==> src/hdl/swas_pkg.sv <==
// Shared types and constants for the sliding-window anagram search block.
package swas_pkg;

	localparam int unsigned MAX_PATTERN_DEF = 64;
	localparam int unsigned ALPHABET_DEF    = 256;

	localparam int unsigned OP_W      = 2;
	localparam int unsigned SYMBOL_W  = 8;
	localparam int unsigned COUNT_W   = 32;
	localparam int unsigned S_TDATA_W = 16;
	localparam int unsigned RES_W     = 1 + 2 * COUNT_W;
	localparam int unsigned M_TDATA_W = 72;

	typedef enum logic [OP_W-1:0] {
		OP_CLEAR   = 2'd0,
		OP_PATTERN = 2'd1,
		OP_TEXT    = 2'd2
	} op_t;

	// One result item, packed with match in the lowest bit.
	typedef struct packed {
		logic [COUNT_W-1:0] match_count;
		logic [COUNT_W-1:0] window_start;
		logic               match;
	} res_t;

endpackage

==> src/hdl/sliding_window_anagram_search.sv <==
// Top level of the streaming sliding-window anagram search.
//
// The block takes a stream of items, each an operation and a byte symbol.
// A clear item empties the per-symbol balance table and restarts all
// counters; pattern items add one to their symbol's balance and lengthen
// the pattern up to MAX_PATTERN bytes (later pattern bytes are dropped);
// text items subtract one from their symbol's balance and enter a window
// delay line. Once the window holds as many text bytes as the pattern, every
// text item gives one result item: a match flag (the window is a
// permutation of the pattern), the text position of the window's first
// byte, and a saturating count of matching windows since the last clear.
// Text that arrives before any pattern byte is dropped silently, and the
// unused operation code is ignored. Every item keeps the block busy after
// it is accepted, so no new item is taken while busy: the balance table
// is one memory with one read and one write port, and a text item that
// completes a window needs two read-modify-write passes through it, one for
// the incoming symbol and one for the symbol that leaves the window. A result
// passes through the registered balance read stage and is then written into
// the output queue, from which it is presented on the output.
// Results wait in a two-entry output queue, so a stalled consumer does not
// hold back input until that queue is full. The balance table needs no
// clearing pass: a valid flag per entry, cleared at reset and by a clear
// item, makes unwritten entries read as zero.
module sliding_window_anagram_search #(
	parameter int unsigned MAX_PATTERN = swas_pkg::MAX_PATTERN_DEF,
	parameter int unsigned ALPHABET    = swas_pkg::ALPHABET_DEF
) (
	input  logic                           clk,
	input  logic                           arst_n,
	input  logic                           s_tvalid,
	output logic                           s_tready,
	// Fields from bit 0 up: operation[1:0], symbol[9:2], zero padding.
	input  logic [swas_pkg::S_TDATA_W-1:0] s_tdata,
	output logic                           m_tvalid,
	input  logic                           m_tready,
	// Fields from bit 0 up: match[0], window_start[32:1],
	// match_count[64:33], zero padding.
	output logic [swas_pkg::M_TDATA_W-1:0] m_tdata
);

	localparam int unsigned SYM_W = (ALPHABET > 1) ? $clog2(ALPHABET) : 1;
	localparam int unsigned PL_W  = $clog2(MAX_PATTERN + 1);
	localparam int unsigned BAL_W = PL_W + 1;
	localparam int unsigned WP_W  = (MAX_PATTERN > 1) ? $clog2(MAX_PATTERN) : 1;
	localparam int unsigned UM_W  = $clog2(ALPHABET + 1);
	localparam int unsigned CW    = swas_pkg::COUNT_W;
	localparam int unsigned NSYM  = 2 ** swas_pkg::SYMBOL_W;

	// Symbol reduction table: the byte value modulo the alphabet size.
	logic [SYM_W-1:0] sym_mod_tab [NSYM];
	for (genvar i = 0; i < NSYM; i++) begin : g_sym_mod
		localparam int unsigned SYM_RED = i % ALPHABET;
		assign sym_mod_tab[i] = SYM_W'(SYM_RED);
	end

	// Input decode.
	swas_pkg::op_t               in_op;
	logic [swas_pkg::SYMBOL_W-1:0] in_sym_raw;
	logic [SYM_W-1:0]            in_sym;
	logic                        acc;
	logic                        acc_clr;
	logic                        acc_pat;
	logic                        acc_txt;

	// Control state.
	logic            busy_q;
	logic [PL_W-1:0] pl_q;
	logic [PL_W-1:0] fill_q;
	logic [WP_W-1:0] wp_q;
	logic [CW-1:0]   tpos_q;
	logic [CW-1:0]   matches_q;
	logic [UM_W-1:0] um_q;
	logic [ALPHABET-1:0] bal_vld_q;

	// Window delay line.
	logic [SYM_W-1:0] win_mem [MAX_PATTERN];
	logic [SYM_W-1:0] win_rd_s1;
	logic [SYM_W-1:0] sym_s1;
	logic             win_fwd_s1;
	logic             drop_s1;
	logic [PL_W-1:0]  fill_inc;
	logic             win_full;
	logic [WP_W-1:0]  pl_m1;
	logic [WP_W:0]    old_diff;
	logic [WP_W-1:0]  old_idx;
	logic [WP_W-1:0]  wp_next;
	logic [SYM_W-1:0] old_sym;
	logic [CW-1:0]    ws_now;

	// Balance table and its read-modify-write pipeline.
	logic [BAL_W-1:0] bal_mem [ALPHABET];
	logic             req_v;
	logic [SYM_W-1:0] req_addr;
	logic             req_inc;
	logic             req_res;
	logic             bop_v_s1;
	logic [SYM_W-1:0] bop_addr_s1;
	logic             bop_inc_s1;
	logic             bop_res_s1;
	logic [CW-1:0]    ws_s1;
	logic [BAL_W-1:0] bal_rd_s1;
	logic             bal_vld_s1;
	logic             fwd_hit_s1;
	logic [BAL_W-1:0] fwd_data_s1;
	logic [BAL_W-1:0] bal_cur;
	logic [BAL_W-1:0] bal_new;
	logic [UM_W-1:0]  um_next;
	logic             res_push;
	logic             hit;
	logic [CW-1:0]    cnt_next;

	// Output queue.
	swas_pkg::res_t fifo_q [2];
	logic           wr_ptr_q;
	logic           rd_ptr_q;
	logic [1:0]     count_q;
	logic           res_pop;

	assign in_op      = swas_pkg::op_t'(s_tdata[swas_pkg::OP_W-1:0]);
	assign in_sym_raw = s_tdata[swas_pkg::OP_W +: swas_pkg::SYMBOL_W];
	assign in_sym     = sym_mod_tab[in_sym_raw];

	// An accepted item holds the block busy for its second pass; the queue must
	// have room for the result that this item may produce.
	assign s_tready = !busy_q && (count_q != 2'd2);
	assign acc      = s_tvalid && s_tready;

	always_comb begin
		acc_clr = 1'b0;
		acc_pat = 1'b0;
		acc_txt = 1'b0;
		case (in_op)
			swas_pkg::OP_CLEAR:   acc_clr = acc;
			swas_pkg::OP_PATTERN: acc_pat = acc && (pl_q < PL_W'(MAX_PATTERN));
			swas_pkg::OP_TEXT:    acc_txt = acc && (pl_q != '0);
			default:              acc_clr = 1'b0;
		endcase
	end

	// Window bookkeeping for the incoming text byte.
	assign fill_inc = fill_q + PL_W'(1);
	assign win_full = (fill_inc >= pl_q);
	assign pl_m1    = WP_W'(pl_q - PL_W'(1));
	assign old_diff = {1'b0, wp_q} - {1'b0, pl_m1};
	assign old_idx  = old_diff[WP_W] ? WP_W'(old_diff + (WP_W + 1)'(MAX_PATTERN))
	                                 : old_diff[WP_W-1:0];
	assign wp_next  = (wp_q == WP_W'(MAX_PATTERN - 1)) ? '0 : wp_q + WP_W'(1);
	assign ws_now   = tpos_q - CW'(pl_q) + CW'(1);

	// With a one-byte pattern the oldest entry is the one written this cycle.
	assign old_sym = win_fwd_s1 ? sym_s1 : win_rd_s1;

	always_ff @(posedge clk) begin
		if (acc_txt) begin
			win_mem[wp_q] <= in_sym;
			win_rd_s1     <= win_mem[old_idx];
			win_fwd_s1    <= (old_idx == wp_q);
			sym_s1        <= in_sym;
		end
	end

	// While idle, an accepted pattern or text item issues its own balance update;
	// while busy, the block issues the restore of a byte that leaves a full window.
	always_comb begin
		if (busy_q) begin
			req_v    = drop_s1;
			req_addr = old_sym;
			req_inc  = 1'b1;
			req_res  = 1'b0;
		end else begin
			req_v    = acc_pat || acc_txt;
			req_addr = in_sym;
			req_inc  = acc_pat;
			req_res  = acc_txt && win_full;
		end
	end

	// Read data is either the registered memory word, the word written in
	// the cycle of the read, or zero for an entry not written since clear.
	assign bal_cur = fwd_hit_s1 ? fwd_data_s1 : (bal_vld_s1 ? bal_rd_s1 : '0);
	assign bal_new = bop_inc_s1 ? bal_cur + BAL_W'(1) : bal_cur - BAL_W'(1);

	always_comb begin
		um_next = um_q;
		if ((bal_cur == '0) && (bal_new != '0)) begin
			um_next = um_q + UM_W'(1);
		end else if ((bal_cur != '0) && (bal_new == '0)) begin
			um_next = um_q - UM_W'(1);
		end
	end

	assign res_push = bop_v_s1 && bop_res_s1;
	assign hit      = (um_next == '0);
	assign cnt_next = (hit && (matches_q != '1)) ? matches_q + CW'(1) : matches_q;

	always_ff @(posedge clk) begin
		if (bop_v_s1) begin
			bal_mem[bop_addr_s1] <= bal_new;
		end
		if (req_v) begin
			bal_rd_s1   <= bal_mem[req_addr];
			bal_vld_s1  <= bal_vld_q[req_addr];
			fwd_hit_s1  <= bop_v_s1 && (bop_addr_s1 == req_addr);
			fwd_data_s1 <= bal_new;
			bop_addr_s1 <= req_addr;
			bop_inc_s1  <= req_inc;
			bop_res_s1  <= req_res;
			ws_s1       <= ws_now;
		end
	end

	always_ff @(posedge clk or negedge arst_n) begin
		if (!arst_n) begin
			busy_q    <= 1'b0;
			drop_s1   <= 1'b0;
			bop_v_s1  <= 1'b0;
			pl_q      <= '0;
			fill_q    <= '0;
			wp_q      <= '0;
			tpos_q    <= '0;
			matches_q <= '0;
			um_q      <= '0;
			bal_vld_q <= '0;
		end else begin
			busy_q   <= acc;
			drop_s1  <= acc_txt && win_full;
			bop_v_s1 <= req_v;
			// A clear takes priority over the updates of the last write of the item before it.
			if (acc_clr) begin
				pl_q      <= '0;
				fill_q    <= '0;
				wp_q      <= '0;
				tpos_q    <= '0;
				matches_q <= '0;
				um_q      <= '0;
				bal_vld_q <= '0;
			end else begin
				if (bop_v_s1) begin
					bal_vld_q[bop_addr_s1] <= 1'b1;
					um_q                   <= um_next;
				end
				if (res_push) begin
					matches_q <= cnt_next;
				end
				if (acc_pat) begin
					pl_q <= pl_q + PL_W'(1);
				end
				if (acc_txt) begin
					if (!win_full) begin
						fill_q <= fill_inc;
					end
					wp_q   <= wp_next;
					tpos_q <= tpos_q + CW'(1);
				end
			end
		end
	end

	// Two-entry result queue.
	assign m_tvalid = (count_q != 2'd0);
	assign res_pop  = m_tvalid && m_tready;
	assign m_tdata  = {{(swas_pkg::M_TDATA_W - swas_pkg::RES_W){1'b0}}, fifo_q[rd_ptr_q]};

	always_ff @(posedge clk) begin
		if (res_push) begin
			fifo_q[wr_ptr_q] <= '{match_count: cnt_next, window_start: ws_s1, match: hit};
		end
	end

	always_ff @(posedge clk or negedge arst_n) begin
		if (!arst_n) begin
			wr_ptr_q <= 1'b0;
			rd_ptr_q <= 1'b0;
			count_q  <= 2'd0;
		end else begin
			if (res_push) begin
				wr_ptr_q <= !wr_ptr_q;
			end
			if (res_pop) begin
				rd_ptr_q <= !rd_ptr_q;
			end
			if (res_push && !res_pop) begin
				count_q <= count_q + 2'd1;
			end else if (res_pop && !res_push) begin
				count_q <= count_q - 2'd1;
			end
		end
	end

endmodule

==> config.mk <==
export PLATFORM = sky130hd
export DESIGN_NAME = sliding_window_anagram_search
export DESIGN_NICKNAME = d
export VERILOG_FILES = /design/src/hdl/swas_pkg.sv /design/src/hdl/sliding_window_anagram_search.sv
export SDC_FILE = /design/constraint.sdc
export NUM_CORES = 2
export LEC_CHECK = 0
export BUFFER_PORTS_ARGS = -buffer_cell sky130_fd_sc_hd__buf_4
export CORE_MARGIN = 1.5
export CORE_UTILIZATION = 57
export DETAILED_ROUTE_END_ITERATION = 8
export HOLD_SLACK_MARGIN = 0.1
export PLACE_DENSITY = 0.8
export SLEW_MARGIN = 20
export SYNTH_ARGS = -nofsm -noshare
export SYNTH_HDL_FRONTEND = slang
export SYNTH_SLANG_ARGS = --single-unit
==> constraint.sdc <==
create_clock -name clk -period 15.85 [get_ports clk]
set_input_delay 0 -clock clk [delete_from_list [all_inputs] [get_ports clk]]
set_output_delay 0 -clock clk [all_outputs]
set_load 0.02 [all_outputs]
==> impl_metrics.yaml <==
min_path:
  hold_class: "in2reg"
  holdPathStages: 6
setup_path:
  arrival_ns: 7.39
  startpoint_type: "flop"
  r2r.worst_path.cells: 13
  cp_slowest_cell: "buf_4"
  path_buf_inv: 3
  cpLargestDelayFamily: "compound AO/OA/AOI/OAI gates"
  end_kind: "flop"
  required_ns: 16.53
  crit_chain: "nor2_1 > a21oi_4 > buf_12 > buf_12 > buf_4 > mux4_2 > and2_1 > a211oi_1 > a211oi_1 > a311oi_1 > nor3_1 > a311o_1 > a21boi_0"
  cpPeakStageDelay_ns: 0.84
  worstSetupPathDepth: 13
  cp_max_fo: 92
  crit_type: "reg2reg"
floorplanning:
  fp-row-count: 172
  start_util_pct: 57.42
  dieArea_mm2: 0.2246
  die_width_um: 473.9
  ios: 94
  fp.coreArea_mm2: 0.2202
  die_height_um: 473.9
routing:
  routed_via_density: 6.584
  firstDrtPassIters: 6
  routed_wl_um: 292700
  dr.first_iter.drc_count: 8597
  vias: 66911
  drc: 0
  ant_nets: 0
  wire_per_inst_um: 28.80
power:
  ir_worst_vdd_mv: 0.3832
  power_frac_clock_pct: 28.0
  p_leak_nw: 46.68
  powerDensity_mw_per_mm2: 182.8
  pwr-share-seq_pct: 41.0
  p_sw_mw: 8.160
  pwr-share-comb_pct: 31.0
  p_sw_share_pct: 31.85
  cell_internal_pwr_mw: 17.46
layout:
  area_delta_synth_final_pct: 10.88
  nets: 7075
  n_fill_cell: 13959
  drive_above_1_share_pct: 20.46
  utilization_pct: 63.67
  multi_input_area_mm2: 0.03261
  seqCellArea_mm2: 0.09200
cts:
  clock_sink_count: 3123
  cts-root-buf: "clkbuf_16"
  cts_buffers: 313
  cts_max_path_buffers: 4
  cts_tree: "built"
  clk_pin_slew_worst_paths_ns: 0.07
  cts_resized: 0
  cts_htree_levels: 5
  clk_latency_ns: 0.95
global_route:
  grt_pass1_vias: 68212
  grt_first_pass_wirelength_um: 438300
  track_usage_pct: 26.16
  grt.overflow.total: 0
  antenna_found_initial: 10
  grt_max_degree: 258
flow_run:
  maxCapViolations: 0
synthesis:
  synth_top_family_by_area: "multiplexers"
  synth.distinct_cells: 81
  netlist_area_mm2: 0.1264
  avgSynthCellArea_um2: 18.40
  synth_simple_gate_area_share_pct: 5.140
  synth_compound_area_share_pct: 3.980
  synthMuxAreaShare_pct: 14.57
  synth_top_area_share_pct: 65.73
  synthTopCellsByArea: "edfxtp_1 (66%), mux4_2 (13%), dfrtp_1 (7.0%)"
  ys_ff_latch: 3123
  synth_ff_type: "edfxtp_1"
  ys_seq_area_share_pct: 72.77
  ys_top_cells_by_count: "edfxtp_1 (2767), mux4_2 (736), nor2_1 (494)"
  synth-edff-count: 2767
  synthCells: 6869
  yosysMostFrequentCell: "edfxtp_1"
  yosys_warnings: 0
  yosys.area.top_type: "edfxtp_1"
  async_flop_share_pct: 11.40
  synth_fa_ha_area_share_pct: 0.9185
  synth_xor_xnor_area_share_pct: 1.005
timing:
  grt_setup_unrepaired: "false"
  hold_violations: 0
  max-slew-margin-rel_pct: 19.90
  min_period_ns: 6.707
  tns_ns: 0
  worst_pin_slew_ns: 1.201
  setup_viol: 0
  fmax_ghz: 0.1491
  clock_skew_ns: 0.07376
  fin_crit_sh_pct: 42.31
  drv_slew: 0
status:
  status: "finished clean"
placed_design:
  port_buffers: 80
  dp_hpwl_um: 160000
  routabilityCongestion: 0.8494
per-stage QoR:
step,hold WS (ns),power [mW],setup WS (ns),cells,area [um^2]
6_report,0.1663,25.62,9.143,10162,140200
3_3_place_gp,-0.03917,18.20,9.185,9585,130000
5_1_grt,0.2048,26.39,8.652,10160,140200
4_1_cts,0.1020,25.58,9.103,10155,140000
2_1_floorplan,-0.2956,16.17,2.868,6875,126400
3_5_place_dp,-0.03013,18.43,9.111,9585,130000
final cells by class:
type                            instances  share of cell area, %
Sequential cell                      3123                  65.63
Inverter                               78                 0.2214
Clock inverter                        152                 0.9417
Tap cell                             2958                  2.640
Timing Repair Buffer                  190                  1.243
Multi-Input combinational cell       3258                  23.26
Clock buffer                          400                  6.049
Antenna cell                            3               0.005356
power by group through the flow:
stage	clock, mW	combinational [mW]	sequential (mW)
after floorplan	0	5.22	11.0
after global placement	0	7.54	10.7
after detailed placement	0	7.75	10.7
after CTS	7.21	7.85	10.5
after global routing	7.52	8.34	10.5
final	7.17	7.94	10.5
flip-flops by register name, summed over array words and instances, names as in the netlist, 2 cells and up:
register / flops
bal_mem: 2048
win_mem: 512
bal_vld_q: 256
fifo_q: 130
matches_q: 32
tpos_q: 32
ws_s1: 32
um_q: 9
bal_rd_s1: 8
bop_addr_s1: 8
fwd_data_s1: 8
sym_s1: 8
win_rd_s1: 8
fill_q: 7
pl_q: 7
wp_q: 6
count_q: 2
cells by family after synthesis:
logic type      count (synthesis)
flops                        3123
simple gates                 1427
mux                           910
compound gates                678
buf+inv                       494
xor+xnor                      145
fa+ha+maj                      91
other cells                     1
what timing repair did:
item | CTS | global route
hold endpoints to repair | 819 | 0
setup buffers | 0 | 0
hold buffers | 18 | 0
tightest hold or removal path, cell delays in order:
cell           delay [ns]
dlygate4sd3_1        0.53
buf_4                0.14
nor4b_1              0.05
buf_4                0.16
mux2i_1              0.14
nor2_1               0.05
worst paths after layout:
check	startpoint	endpoint	slack, ns
min in group asynchronous	arst_n	wp_q[2]	0.24
setup reg to reg	busy_q	bal_rd_s1[7]	9.14
max in group asynchronous	arst_n	bal_vld_q[196]	13.93
hold reg to reg	ws_s1[22]	fifo_q[0][23]	0.44
hold / removal	s_tdata[1]	pl_q[1]	0.17
setup / recovery	busy_q	bal_rd_s1[7]	9.14
layout by cell type (no fill, tap or decap), types with 46 or more instances in the layout:
master	Yosys	final
buf_4	22	151
a21oi_1	62	57
mux2i_1	105	105
o21a_1	244	244
xnor2_1	86	83
ha_1	88	87
nor3_1	53	52
a311o_1	46	46
edfxtp_1	2767	2767
clkbuf_16	0	321
mux2_2	68	68
nor2_1	494	491
inv_1	71	70
nand2_1	392	390
clkinv_1	5	51
clkinv_2	0	61
and2_1	74	73
clkbuf_1	278	64
xor2_1	59	58
mux4_2	736	736
a211oi_1	153	153
nand3_1	230	230
dfrtp_1	356	355
per-layer routing:
layer / part of all wire, % / GRT usage, % / vias up
met5: 0.021 / 0 / -
met4: 3.9 / 10.02 / 10
met3: 10 / 5.589 / 659
met2: 49 / 42.07 / 3922
met1: 37 / 35.43 / 34767
li1: - / - / 27553
Power figures use the tool's default switching activity.
